[src/rtl/core/crd_pkg.sv]
// shared types and constants for the caption record deframer
`default_nettype none
package crd_pkg;

  localparam int FRAME_W = 24;
  localparam int LEN_W   = 14;
  localparam int BYTE_W  = 8;
  localparam int KIND_W  = 2;
  localparam int CODE_W  = 3;
  localparam int Q_DEPTH = 2;

  localparam logic [KIND_W-1:0] KIND_START = 2'd0;
  localparam logic [KIND_W-1:0] KIND_BYTE  = 2'd1;
  localparam logic [KIND_W-1:0] KIND_ERROR = 2'd2;
  localparam logic [KIND_W-1:0] KIND_END   = 2'd3;

  localparam logic [CODE_W-1:0] ERR_TRUNC_HDR = 3'd0;
  localparam logic [CODE_W-1:0] ERR_BAD_HDR   = 3'd1;
  localparam logic [CODE_W-1:0] ERR_TRUNC_LEN = 3'd2;
  localparam logic [CODE_W-1:0] ERR_BAD_LEN   = 3'd3;
  localparam logic [CODE_W-1:0] ERR_TRUNC_PAY = 3'd4;

  localparam logic [BYTE_W-1:0] CHAR_COLON = 8'h3A;
  localparam logic [BYTE_W-1:0] CHAR_MINUS = 8'h2D;
  localparam logic [BYTE_W-1:0] CHAR_ZERO  = 8'h30;
  localparam logic [BYTE_W-1:0] CHAR_NINE  = 8'h39;
  localparam logic [BYTE_W-1:0] CHAR_SPACE = 8'h20;
  localparam logic [BYTE_W-1:0] CHAR_TAB   = 8'h09;
  localparam logic [BYTE_W-1:0] CHAR_CR    = 8'h0D;

  localparam logic [LEN_W-1:0] MAX_PAYLOAD_RST = 14'd9999;

  typedef struct packed {
    logic [KIND_W-1:0]  kind;
    logic [FRAME_W-1:0] frame_number;
    logic [LEN_W-1:0]   payload_length;
    logic [BYTE_W-1:0]  payload_byte;
    logic               last;
    logic [CODE_W-1:0]  error_code;
  } res_t;

endpackage
`default_nettype wire

[src/rtl/core/crd_if.sv]
// stream channel interfaces for the deframer input and result sides
`default_nettype none
interface crd_in_if;
  logic                       valid;
  logic                       ready;
  logic                       op;
  logic [crd_pkg::BYTE_W-1:0] data_byte;
  modport source (output valid, output op, output data_byte, input ready);
  modport sink (input valid, input op, input data_byte, output ready);
endinterface

interface crd_out_if;
  logic                        valid;
  logic                        ready;
  logic [crd_pkg::KIND_W-1:0]  kind;
  logic [crd_pkg::FRAME_W-1:0] frame_number;
  logic [crd_pkg::LEN_W-1:0]   payload_length;
  logic [crd_pkg::BYTE_W-1:0]  payload_byte;
  logic                        last;
  logic [crd_pkg::CODE_W-1:0]  error_code;
  modport source (output valid, output kind, output frame_number, output payload_length,
                  output payload_byte, output last, output error_code, input ready);
  modport sink (input valid, input kind, input frame_number, input payload_length,
                input payload_byte, input last, input error_code, output ready);
endinterface
`default_nettype wire

[src/rtl/core/crd_front.sv]
// front end: accepts stream bytes, parses record headers, produces result items
`default_nettype none
module crd_front #(
  parameter int FRAME_DIGITS  = 7,
  parameter int LENGTH_DIGITS = 4
) (
  input  wire logic                       clk,
  input  wire logic                       rst_n,
  crd_in_if.sink                          in_ch,
  input  wire logic                       cfg_we,
  input  wire logic [crd_pkg::LEN_W-1:0]  cfg_wdata,
  input  wire logic                       q_full,
  output logic                            q_push,
  output crd_pkg::res_t                   q_data
);

  localparam int MAX_DIGITS = (FRAME_DIGITS > LENGTH_DIGITS) ? FRAME_DIGITS : LENGTH_DIGITS;
  localparam int POS_W      = $clog2(MAX_DIGITS + 1);
  localparam logic [POS_W-1:0] FRAME_POS = POS_W'(FRAME_DIGITS);
  localparam logic [POS_W-1:0] LEN_POS   = POS_W'(LENGTH_DIGITS);

  typedef enum logic [1:0] {PH_HEADER, PH_LENGTH, PH_PAYLOAD, PH_ERROR} phase_t;
  typedef enum logic [2:0] {ST_LEAD, ST_MINUS, ST_DIGITS, ST_TRAIL, ST_BAD} stage_t;

  phase_t                      phase_r, phase_nxt;
  stage_t                      stage_r, stage_nxt, scan_stage;
  logic [POS_W-1:0]            pos_r, pos_nxt, pos_inc;
  logic                        minus_r, minus_nxt, scan_minus;
  logic                        nz_r, nz_nxt, scan_nz;
  logic [crd_pkg::FRAME_W-1:0] acc_r, acc_nxt, scan_acc;
  logic [crd_pkg::FRAME_W-1:0] held_r, held_nxt;
  logic [crd_pkg::LEN_W-1:0]   rem_r, rem_nxt, rem_dec;
  logic [crd_pkg::LEN_W-1:0]   max_r;
  logic                        in_fire;
  logic                        is_space, is_digit;
  logic [crd_pkg::FRAME_W-1:0] digit;
  logic                        cur_ok, scan_ok;
  logic                        push_nxt;
  crd_pkg::res_t               res_nxt;

  assign in_ch.ready = !q_full;
  assign in_fire     = in_ch.valid && in_ch.ready;
  assign pos_inc     = pos_r + POS_W'(1);
  assign rem_dec     = rem_r - crd_pkg::LEN_W'(1);

  // character scan of one numeric field byte
  always_comb begin
    is_space = (in_ch.data_byte == crd_pkg::CHAR_SPACE) ||
               ((in_ch.data_byte >= crd_pkg::CHAR_TAB) && (in_ch.data_byte <= crd_pkg::CHAR_CR));
    is_digit = (in_ch.data_byte >= crd_pkg::CHAR_ZERO) && (in_ch.data_byte <= crd_pkg::CHAR_NINE);
    digit    = crd_pkg::FRAME_W'(in_ch.data_byte - crd_pkg::CHAR_ZERO);
    scan_stage = stage_r;
    scan_minus = minus_r;
    scan_nz    = nz_r;
    scan_acc   = acc_r;
    if (is_space) begin
      if (stage_r == ST_MINUS) begin
        scan_stage = ST_BAD;
      end else if (stage_r == ST_DIGITS) begin
        scan_stage = ST_TRAIL;
      end
    end else if (in_ch.data_byte == crd_pkg::CHAR_MINUS) begin
      if (stage_r == ST_LEAD) begin
        scan_stage = ST_MINUS;
        scan_minus = 1'b1;
      end else begin
        scan_stage = ST_BAD;
      end
    end else if (is_digit) begin
      if (stage_r == ST_LEAD || stage_r == ST_MINUS || stage_r == ST_DIGITS) begin
        scan_stage = ST_DIGITS;
        scan_acc   = (acc_r << 3) + (acc_r << 1) + digit;
        if (digit != '0) begin
          scan_nz = 1'b1;
        end
      end else begin
        scan_stage = ST_BAD;
      end
    end else begin
      scan_stage = ST_BAD;
    end
    cur_ok  = (stage_r == ST_DIGITS || stage_r == ST_TRAIL) && !(minus_r && nz_r);
    scan_ok = (scan_stage == ST_DIGITS || scan_stage == ST_TRAIL) && !(scan_minus && scan_nz);
  end

  always_comb begin
    phase_nxt = phase_r;
    stage_nxt = stage_r;
    pos_nxt   = pos_r;
    minus_nxt = minus_r;
    nz_nxt    = nz_r;
    acc_nxt   = acc_r;
    held_nxt  = held_r;
    rem_nxt   = rem_r;
    push_nxt  = 1'b0;
    res_nxt   = '0;
    if (in_fire) begin
      if (in_ch.op) begin
        phase_nxt = PH_HEADER;
        stage_nxt = ST_LEAD;
        pos_nxt   = '0;
        minus_nxt = 1'b0;
        nz_nxt    = 1'b0;
        acc_nxt   = '0;
        rem_nxt   = '0;
        unique case (phase_r)
          PH_HEADER: begin
            push_nxt         = 1'b1;
            res_nxt.kind     = (pos_r == '0) ? crd_pkg::KIND_END : crd_pkg::KIND_ERROR;
            res_nxt.error_code = crd_pkg::ERR_TRUNC_HDR;
          end
          PH_LENGTH: begin
            push_nxt           = 1'b1;
            res_nxt.kind       = crd_pkg::KIND_ERROR;
            res_nxt.error_code = crd_pkg::ERR_TRUNC_LEN;
          end
          PH_PAYLOAD: begin
            push_nxt           = 1'b1;
            res_nxt.kind       = crd_pkg::KIND_ERROR;
            res_nxt.error_code = crd_pkg::ERR_TRUNC_PAY;
          end
          PH_ERROR: begin
            push_nxt = 1'b0;
          end
          default: begin
            push_nxt = 1'b0;
          end
        endcase
      end else begin
        unique case (phase_r)
          PH_HEADER: begin
            if (pos_r < FRAME_POS) begin
              stage_nxt = scan_stage;
              minus_nxt = scan_minus;
              nz_nxt    = scan_nz;
              acc_nxt   = scan_acc;
              pos_nxt   = pos_inc;
            end else if (in_ch.data_byte != crd_pkg::CHAR_COLON || !cur_ok) begin
              phase_nxt          = PH_ERROR;
              push_nxt           = 1'b1;
              res_nxt.kind       = crd_pkg::KIND_ERROR;
              res_nxt.error_code = crd_pkg::ERR_BAD_HDR;
            end else begin
              held_nxt  = acc_r;
              phase_nxt = PH_LENGTH;
              stage_nxt = ST_LEAD;
              pos_nxt   = '0;
              minus_nxt = 1'b0;
              nz_nxt    = 1'b0;
              acc_nxt   = '0;
            end
          end
          PH_LENGTH: begin
            stage_nxt = scan_stage;
            minus_nxt = scan_minus;
            nz_nxt    = scan_nz;
            acc_nxt   = scan_acc;
            pos_nxt   = pos_inc;
            if (pos_inc >= LEN_POS) begin
              if (!scan_ok || scan_acc > crd_pkg::FRAME_W'(max_r)) begin
                phase_nxt          = PH_ERROR;
                push_nxt           = 1'b1;
                res_nxt.kind       = crd_pkg::KIND_ERROR;
                res_nxt.error_code = crd_pkg::ERR_BAD_LEN;
              end else begin
                rem_nxt   = scan_acc[crd_pkg::LEN_W-1:0];
                stage_nxt = ST_LEAD;
                pos_nxt   = '0;
                minus_nxt = 1'b0;
                nz_nxt    = 1'b0;
                acc_nxt   = '0;
                push_nxt               = 1'b1;
                res_nxt.kind           = crd_pkg::KIND_START;
                res_nxt.frame_number   = held_r;
                res_nxt.payload_length = scan_acc[crd_pkg::LEN_W-1:0];
                if (scan_acc[crd_pkg::LEN_W-1:0] == '0) begin
                  phase_nxt    = PH_HEADER;
                  res_nxt.last = 1'b1;
                end else begin
                  phase_nxt = PH_PAYLOAD;
                end
              end
            end
          end
          PH_PAYLOAD: begin
            rem_nxt              = rem_dec;
            push_nxt             = 1'b1;
            res_nxt.kind         = crd_pkg::KIND_BYTE;
            res_nxt.payload_byte = in_ch.data_byte;
            if (rem_dec == '0) begin
              res_nxt.last = 1'b1;
              phase_nxt    = PH_HEADER;
            end
          end
          PH_ERROR: begin
            push_nxt = 1'b0;
          end
          default: begin
            push_nxt = 1'b0;
          end
        endcase
      end
    end
  end

  always_ff @(posedge clk) begin
    if (!rst_n) begin
      phase_r <= PH_HEADER;
      stage_r <= ST_LEAD;
      pos_r   <= '0;
      minus_r <= 1'b0;
      nz_r    <= 1'b0;
      acc_r   <= '0;
      held_r  <= '0;
      rem_r   <= '0;
      max_r   <= crd_pkg::MAX_PAYLOAD_RST;
    end else begin
      phase_r <= phase_nxt;
      stage_r <= stage_nxt;
      pos_r   <= pos_nxt;
      minus_r <= minus_nxt;
      nz_r    <= nz_nxt;
      acc_r   <= acc_nxt;
      held_r  <= held_nxt;
      rem_r   <= rem_nxt;
      if (cfg_we) begin
        max_r <= cfg_wdata;
      end
    end
  end

  assign q_push = push_nxt;
  assign q_data = res_nxt;

endmodule
`default_nettype wire

[src/rtl/core/crd_fifo.sv]
// short result queue between the parser and the output stage
`default_nettype none
module crd_fifo (
  input  wire logic          clk,
  input  wire logic          rst_n,
  input  wire logic          push,
  input  wire crd_pkg::res_t push_data,
  input  wire logic          pop,
  output logic               full,
  output logic               not_empty,
  output crd_pkg::res_t      head
);

  localparam int PTR_W = $clog2(crd_pkg::Q_DEPTH);
  localparam int CNT_W = $clog2(crd_pkg::Q_DEPTH + 1);

  crd_pkg::res_t    slot_r [crd_pkg::Q_DEPTH];
  logic [PTR_W-1:0] wr_ptr_r, rd_ptr_r;
  logic [CNT_W-1:0] count_r, count_nxt;

  assign full      = (count_r == CNT_W'(crd_pkg::Q_DEPTH));
  assign not_empty = (count_r != '0);
  assign head      = slot_r[rd_ptr_r];

  always_comb begin
    count_nxt = count_r;
    if (push && !pop) begin
      count_nxt = count_r + CNT_W'(1);
    end else if (!push && pop) begin
      count_nxt = count_r - CNT_W'(1);
    end
  end

  always_ff @(posedge clk) begin
    if (!rst_n) begin
      wr_ptr_r <= '0;
      rd_ptr_r <= '0;
      count_r  <= '0;
    end else begin
      count_r <= count_nxt;
      if (push) begin
        wr_ptr_r <= wr_ptr_r + PTR_W'(1);
      end
      if (pop) begin
        rd_ptr_r <= rd_ptr_r + PTR_W'(1);
      end
    end
  end

  always_ff @(posedge clk) begin
    if (push) begin
      slot_r[wr_ptr_r] <= push_data;
    end
  end

endmodule
`default_nettype wire

[src/rtl/core/crd_back.sv]
// back end: output register that presents result items to the sink
`default_nettype none
module crd_back (
  input  wire logic          clk,
  input  wire logic          rst_n,
  input  wire logic          q_not_empty,
  input  wire crd_pkg::res_t q_head,
  output logic               q_pop,
  crd_out_if.source          out_ch
);

  logic          valid_r;
  crd_pkg::res_t res_r;

  assign q_pop = q_not_empty && (!valid_r || out_ch.ready);

  always_ff @(posedge clk) begin
    if (!rst_n) begin
      valid_r <= 1'b0;
    end else if (!valid_r || out_ch.ready) begin
      valid_r <= q_not_empty;
    end
  end

  always_ff @(posedge clk) begin
    if (q_pop) begin
      res_r <= q_head;
    end
  end

  assign out_ch.valid          = valid_r;
  assign out_ch.kind           = res_r.kind;
  assign out_ch.frame_number   = res_r.frame_number;
  assign out_ch.payload_length = res_r.payload_length;
  assign out_ch.payload_byte   = res_r.payload_byte;
  assign out_ch.last           = res_r.last;
  assign out_ch.error_code     = res_r.error_code;

endmodule
`default_nettype wire

[src/rtl/core/caption_record_deframer.sv]
// top level of the caption record deframer
//
//  channel   direction  handshake        payload
//  in_ch     in         valid/ready      op, data_byte
//  out_ch    out        valid/ready      kind, frame_number, payload_length,
//                                        payload_byte, last, error_code
//  cfg_*     in         write enable     max_payload (14 bits)
//
// one byte per cycle while the result queue is not full; each accepted byte is parsed in the cycle it is taken
// a result reaches out_ch through the queue write and then the output register
// in_ch stalls only when the two-entry result queue is full
// rst_n is synchronous; max_payload returns to 9999 on reset
`default_nettype none
module caption_record_deframer #(
  parameter int FRAME_DIGITS  = 7,
  parameter int LENGTH_DIGITS = 4
) (
  input  wire logic                      clk,
  input  wire logic                      rst_n,
  crd_in_if.sink                         in_ch,
  crd_out_if.source                      out_ch,
  input  wire logic                      cfg_we,
  input  wire logic [crd_pkg::LEN_W-1:0] cfg_wdata
);

  logic          q_full, q_push, q_pop, q_not_empty;
  crd_pkg::res_t q_data, q_head;

  crd_front #(
    .FRAME_DIGITS  (FRAME_DIGITS),
    .LENGTH_DIGITS (LENGTH_DIGITS)
  ) u_front (
    .clk       (clk),
    .rst_n     (rst_n),
    .in_ch     (in_ch),
    .cfg_we    (cfg_we),
    .cfg_wdata (cfg_wdata),
    .q_full    (q_full),
    .q_push    (q_push),
    .q_data    (q_data)
  );

  crd_fifo u_fifo (
    .clk       (clk),
    .rst_n     (rst_n),
    .push      (q_push),
    .push_data (q_data),
    .pop       (q_pop),
    .full      (q_full),
    .not_empty (q_not_empty),
    .head      (q_head)
  );

  crd_back u_back (
    .clk         (clk),
    .rst_n       (rst_n),
    .q_not_empty (q_not_empty),
    .q_head      (q_head),
    .q_pop       (q_pop),
    .out_ch      (out_ch)
  );

endmodule
`default_nettype wire
[src/flat_wrapper.sv]
// flat-port wrapper written by rule: the top's interface ports become plain ports
module caption_record_deframer_flat 
#(
  parameter int FRAME_DIGITS  = 7,
  parameter int LENGTH_DIGITS = 4
)
  (clk, rst_n, cfg_we, cfg_wdata, in_ch_valid, in_ch_op, in_ch_data_byte, in_ch_ready, out_ch_valid, out_ch_kind, out_ch_frame_number, out_ch_payload_length, out_ch_payload_byte, out_ch_last, out_ch_error_code, out_ch_ready);
  crd_in_if in_ch_i ();
  crd_out_if out_ch_i ();
  input  wire logic clk;
  input  wire logic rst_n;
  input  wire logic cfg_we;
  input  wire logic [crd_pkg::LEN_W-1:0] cfg_wdata;
  input wire logic [$bits(in_ch_i.valid)-1:0] in_ch_valid;
  input wire logic [$bits(in_ch_i.op)-1:0] in_ch_op;
  input wire logic [$bits(in_ch_i.data_byte)-1:0] in_ch_data_byte;
  output wire logic [$bits(in_ch_i.ready)-1:0] in_ch_ready;
  output wire logic [$bits(out_ch_i.valid)-1:0] out_ch_valid;
  output wire logic [$bits(out_ch_i.kind)-1:0] out_ch_kind;
  output wire logic [$bits(out_ch_i.frame_number)-1:0] out_ch_frame_number;
  output wire logic [$bits(out_ch_i.payload_length)-1:0] out_ch_payload_length;
  output wire logic [$bits(out_ch_i.payload_byte)-1:0] out_ch_payload_byte;
  output wire logic [$bits(out_ch_i.last)-1:0] out_ch_last;
  output wire logic [$bits(out_ch_i.error_code)-1:0] out_ch_error_code;
  input wire logic [$bits(out_ch_i.ready)-1:0] out_ch_ready;
  assign in_ch_i.valid = in_ch_valid;
  assign in_ch_i.op = in_ch_op;
  assign in_ch_i.data_byte = in_ch_data_byte;
  assign in_ch_ready = in_ch_i.ready;
  assign out_ch_valid = out_ch_i.valid;
  assign out_ch_kind = out_ch_i.kind;
  assign out_ch_frame_number = out_ch_i.frame_number;
  assign out_ch_payload_length = out_ch_i.payload_length;
  assign out_ch_payload_byte = out_ch_i.payload_byte;
  assign out_ch_last = out_ch_i.last;
  assign out_ch_error_code = out_ch_i.error_code;
  assign out_ch_i.ready = out_ch_ready;
  caption_record_deframer #(.FRAME_DIGITS(FRAME_DIGITS), .LENGTH_DIGITS(LENGTH_DIGITS)) u_core (.clk(clk), .rst_n(rst_n), .in_ch(in_ch_i), .out_ch(out_ch_i), .cfg_we(cfg_we), .cfg_wdata(cfg_wdata));
endmodule
[config.mk]
export PLATFORM = sky130hd
export DESIGN_NAME = caption_record_deframer_flat
export DESIGN_NICKNAME = d
export VERILOG_FILES = /design/src/rtl/core/crd_pkg.sv /design/src/rtl/core/crd_if.sv /design/src/rtl/core/crd_front.sv /design/src/rtl/core/crd_fifo.sv /design/src/rtl/core/crd_back.sv /design/src/rtl/core/caption_record_deframer.sv /design/src/flat_wrapper.sv
export SDC_FILE = /design/constraint.sdc
export NUM_CORES = 1
export LEC_CHECK = 0
export ABC_AREA = 1
export BUFFER_PORTS_ARGS = -buffer_cell sky130_fd_sc_hd__buf_2
export CAP_MARGIN = 10
export CELL_PAD_IN_SITES_DETAIL_PLACEMENT = 1
export CELL_PAD_IN_SITES_GLOBAL_PLACEMENT = 1
export CORE_ASPECT_RATIO = 2
export CORE_UTILIZATION = 40
export DETAILED_ROUTE_END_ITERATION = 12
export PLACE_DENSITY = 0.76
export SLEW_MARGIN = 5
export SYNTH_ARGS = -nofsm -noshare
export SYNTH_HDL_FRONTEND = slang
export SYNTH_SLANG_ARGS = --single-unit
[constraint.sdc]
create_clock -name clk -period 6.82 [get_ports clk]
set_input_delay 1.023 -clock clk [delete_from_list [all_inputs] [get_ports clk]]
set_output_delay 1.023 -clock clk [all_outputs]
set_load 0.1 [all_outputs]
==> impl_results.rst <==
.. list-table::
   :header-rows: 1

   * - Metric
     - Value
   * - Pin count of the biggest net entering global routing
     - about 60
   * - Antenna violations before repair
     - 0
   * - Number of global-route vias before repair
     - between 10000 and 15000
   * - Routed wirelength normalized by instance count
     - approximately 18 µm
   * - Yosys warns
     - 0
   * - Dominant cell type by area after synthesis
     - edfxtp_1
   * - Sum of routed wire segments on met1
     - roughly 13000 µm
   * - Number of nets produced by synthesis
     - around 1700
   * - Crit path DAT
     - just over 6 ns
   * - Vias per cell
     - between 5 and 6
   * - Unrepaired setup endpoints after global routing
     - false
   * - Cell at the slowest stage of the critical path
     - fa_1
   * - Drt first pass iters
     - 8
   * - Vias
     - around 11000
   * - Num Clock Sinks
     - 247
   * - Met3 Wirelength
     - 1054 µm
   * - H-tree lvl count
     - 1
   * - Endpoint of the worst register-to-register path
     - u_core.u_fifo.slot_r[0][29]
   * - Routed wl met2
     - about 21000 µm
   * - Clock skew
     - 0.01499 ns
   * - Final Critical Period
     - 5.721 ns
   * - Layout Utilization
     - 0.4574
   * - Result of the run
     - completed
   * - Multi-input logic area
     - around 0.0057 mm²
   * - Element type at the critical path end
     - register
   * - Post_cts resized
     - 0
   * - Site Rows
     - 93
   * - Clock edge transition at the registers on the reported setup and hold paths
     - approximately 0.06 ns
   * - Highest metal used
     - met4
   * - Number of enable-type register cells in the synthesized netlist
     - roughly 160
   * - Max rail drop VDD
     - 0.3510 mV
   * - Area enclosed by the die boundary
     - between 0.03 and 0.04 mm²
   * - Worst reg-to-reg path cell count
     - 22
   * - Startpoint of the lowest-slack register-to-register path
     - u_core.u_front.acc_r[2]
   * - Class of the tightest hold or removal check
     - register to register
   * - Static Leakage
     - 0.006339 µW
   * - # hold bufs at CTS
     - 0
   * - Post-layout net count
     - ~1700
   * - Root Driver
     - clkbuf_16
   * - Cell with the most instances after synthesis
     - nand2_1
   * - Accumulated negative setup slack
     - 0 ns
   * - Worst skew pair latency
     - approximately 0.52 ns
   * - Remaining DRCs
     - 0
   * - Placed instance count
     - about 2000
   * - Netlist area before placement
     - approximately 0.013 mm²
   * - Die X-Extent
     - between 100 and 150 µm
   * - Total Routing Usage GR
     - 0.2347
   * - Total clock buffers created by CTS
     - 22
   * - Final hold viol count
     - 0
   * - Total overflow reported by the global router
     - 0
   * - Post-route non-filler standard cell count
     - 2069
   * - Last element of the critical path
     - u_core.u_fifo.slot_r[0][29]
   * - Final critical-path share of the clock period
     - 0.8388
   * - Worst-Margin Slew
     - 1.027 ns
   * - Maximum buffer depth of the clock tree
     - 3
   * - Register bit total from synthesis
     - about 250
   * - Synthesized area per cell
     - roughly 8.5 µm²
   * - Fillers
     - 3940
   * - Max-slew violations
     - 0
   * - Overall routed net length
     - between 30000 and 40000 µm
   * - Number of setup buffers added after CTS
     - 0
   * - Most numerous cell types in the synthesized netlist
     - 461 x nand2_1, 191 x inv_1, 156 x edfxtp_1, 124 x nor2_1, 98 x a21oi_1
   * - Most prevalent standard cell on the critical path
     - nand2_1
   * - Count of mapped cells out of synthesis
     - 1550
   * - Maximum frequency from static timing analysis
     - about 170 MHz
   * - Kind of launch point of the worst setup path
     - primary input
   * - Synth async-reset ratio
     - 0
   * - First-pass GRT wire length
     - ~60000 µm
   * - Post-detailed-placement half-perimeter wirelength
     - between 20000 and 30000 µm
   * - Share of the synthesized area in the top cell type
     - 0.3558
   * - Placeable Area
     - around 0.032 mm²
   * - I/O pins
     - 82
   * - Most used DFF post-synth
     - edfxtp_1
   * - Cell variety after synth
     - 45
   * - Worst slew margin relative to its limit
     - 0.3149
   * - Required arrival time at the worst endpoint
     - between 7 and 8 ns
   * - Portion of the post-synthesis area used by sequential elements
     - 0.4942
   * - DRT antenna net count
     - 0
   * - Area grow syn2layout
     - 12.37%
   * - Maximum fanout along the worst path
     - 38
   * - CTS tree
     - yes
   * - Starting density of the core
     - 0.4070
   * - Antenna Cells
     - 0
   * - Largest stage delay on the critical path
     - between 0.5 and 0.6 ns
   * - Seq. cell area
     - ~0.0065 mm²
   * - IO Port Bufs
     - 81
   * - # Max-Cap Violations
     - 0
   * - Share of layout cells above drive strength 1
     - 0.1212
   * - Start point of the critical path
     - in_ch_data_byte[5]
   * - Total setup violations reported at the end of the flow
     - 0
   * - R2R Setup Slk
     - about 1.8 ns
   * - Cells taking the most area after synthesis
     - edfxtp_1 36%, dfxtp_1 14%, nand2_1 13%
   * - Class of the most critical setup path
     - primary input to register
   * - Number of DRC violations after detailed-routing iteration 0
     - around 510
   * - DIE HEIGHT
     - 258.6 µm
   * - Power per cell area
     - approximately 390 mW/mm²
   * - Placer's final routability congestion estimate
     - 0.9043
## metal layers
layer  vias to the layer above  track usage
met5                         -            0
met4                         0       0.1525
met3                       114      0.01734
met2                       245       0.4617
met1                      5145       0.2250
li1                       5184            -
## area by class of cell
type	count	share of cell area
inverter	197	0.04998
clock inverter	10	0.006258
tap	427	0.03611
sequential	247	0.4398
timing repair buffer	108	0.04237
multi-input combinational	1051	0.3830
clock buffer	29	0.04245
## placed cells by master, fill, tap and decap left out, types with 21 or more instances in the layout
master / count
a21oi_1: 97
buf_2: 81
buf_4: 25
clkbuf_16: 23
dfxtp_1: 90
edfxtp_1: 156
fa_1: 21
ha_1: 52
inv_1: 191
nand2_1: 461
nand3_1: 97
nor2_1: 121
nor2_4: 22
nor3_1: 25
o21ai_0: 37
## worst max-delay path, delay by kind of cell
kind	cells	cell delay [ns]
buffers and inverters	5	0.84
AOI/OAI and AO/OA	3	0.39
adders and majority gates	4	1.60
and+or+nand+nor	19	2.22
## power by group
group	internal, µW	switching, µW	total (µW)
clock	694	557	1250
combinational	395	2040	2440
sequential	1940	89.7	2030
## kinds of logic after synthesis
family / Yosys count / share of synthesized area
compound gates: 173 / 0.07251
xor+xnor: 17 / 0.01131
fa+ha+maj: 73 / 0.08135
buf+inv: 252 / 0.07802
flops: 247 / 0.4942
simple gates: 788 / 0.2627
## worst min-delay path by stage
stage                        startpoint                        to  slack (ns)  cells after the start
2_1_floorplan   u_core.u_front.max_r[0]   u_core.u_front.max_r[0]        0.43                      2
3_3_place_gp   u_core.u_front.acc_r[23]  u_core.u_front.acc_r[23]        0.45                      2
3_5_place_dp    u_core.u_front.max_r[9]   u_core.u_front.max_r[9]        0.46                      2
4_1_cts        u_core.u_front.acc_r[23]  u_core.u_front.acc_r[23]        0.47                      2
5_1_grt        u_core.u_front.acc_r[23]  u_core.u_front.acc_r[23]        0.49                      2
6_report        u_core.u_front.max_r[9]   u_core.u_front.max_r[9]        0.48                      2
## stage by stage
step           hold WS, ns  worst slack, ns  total power (µW)  area, µm²
2_1_floorplan       0.4329           0.6671              4052      13170
3_3_place_gp        0.4531           0.7431              4469      14060
3_5_place_dp        0.4621           0.6059              4519      14060
4_1_cts             0.4747            1.121              5777      14780
5_1_grt             0.4936           0.7105              6001      14800
6_report            0.4762            1.099              5722      14800
## flip-flops by register name (all words and copies together) (netlist names), 3 cells and up
signal / count
u_core.u_fifo.slot_r: 104
u_core.u_back.out_ch.frame_number: 24
u_core.u_front.acc_r: 24
u_core.u_front.held_r: 24
u_core.u_back.out_ch.payload_length: 14
u_core.u_front.max_r: 14
u_core.u_front.rem_r: 14
u_core.u_back.out_ch.payload_byte: 8
u_core.u_back.out_ch.error_code: 3
u_core.u_front.pos_r: 3
u_core.u_front.stage_r: 3
Power figures use the tool's default switching activity.
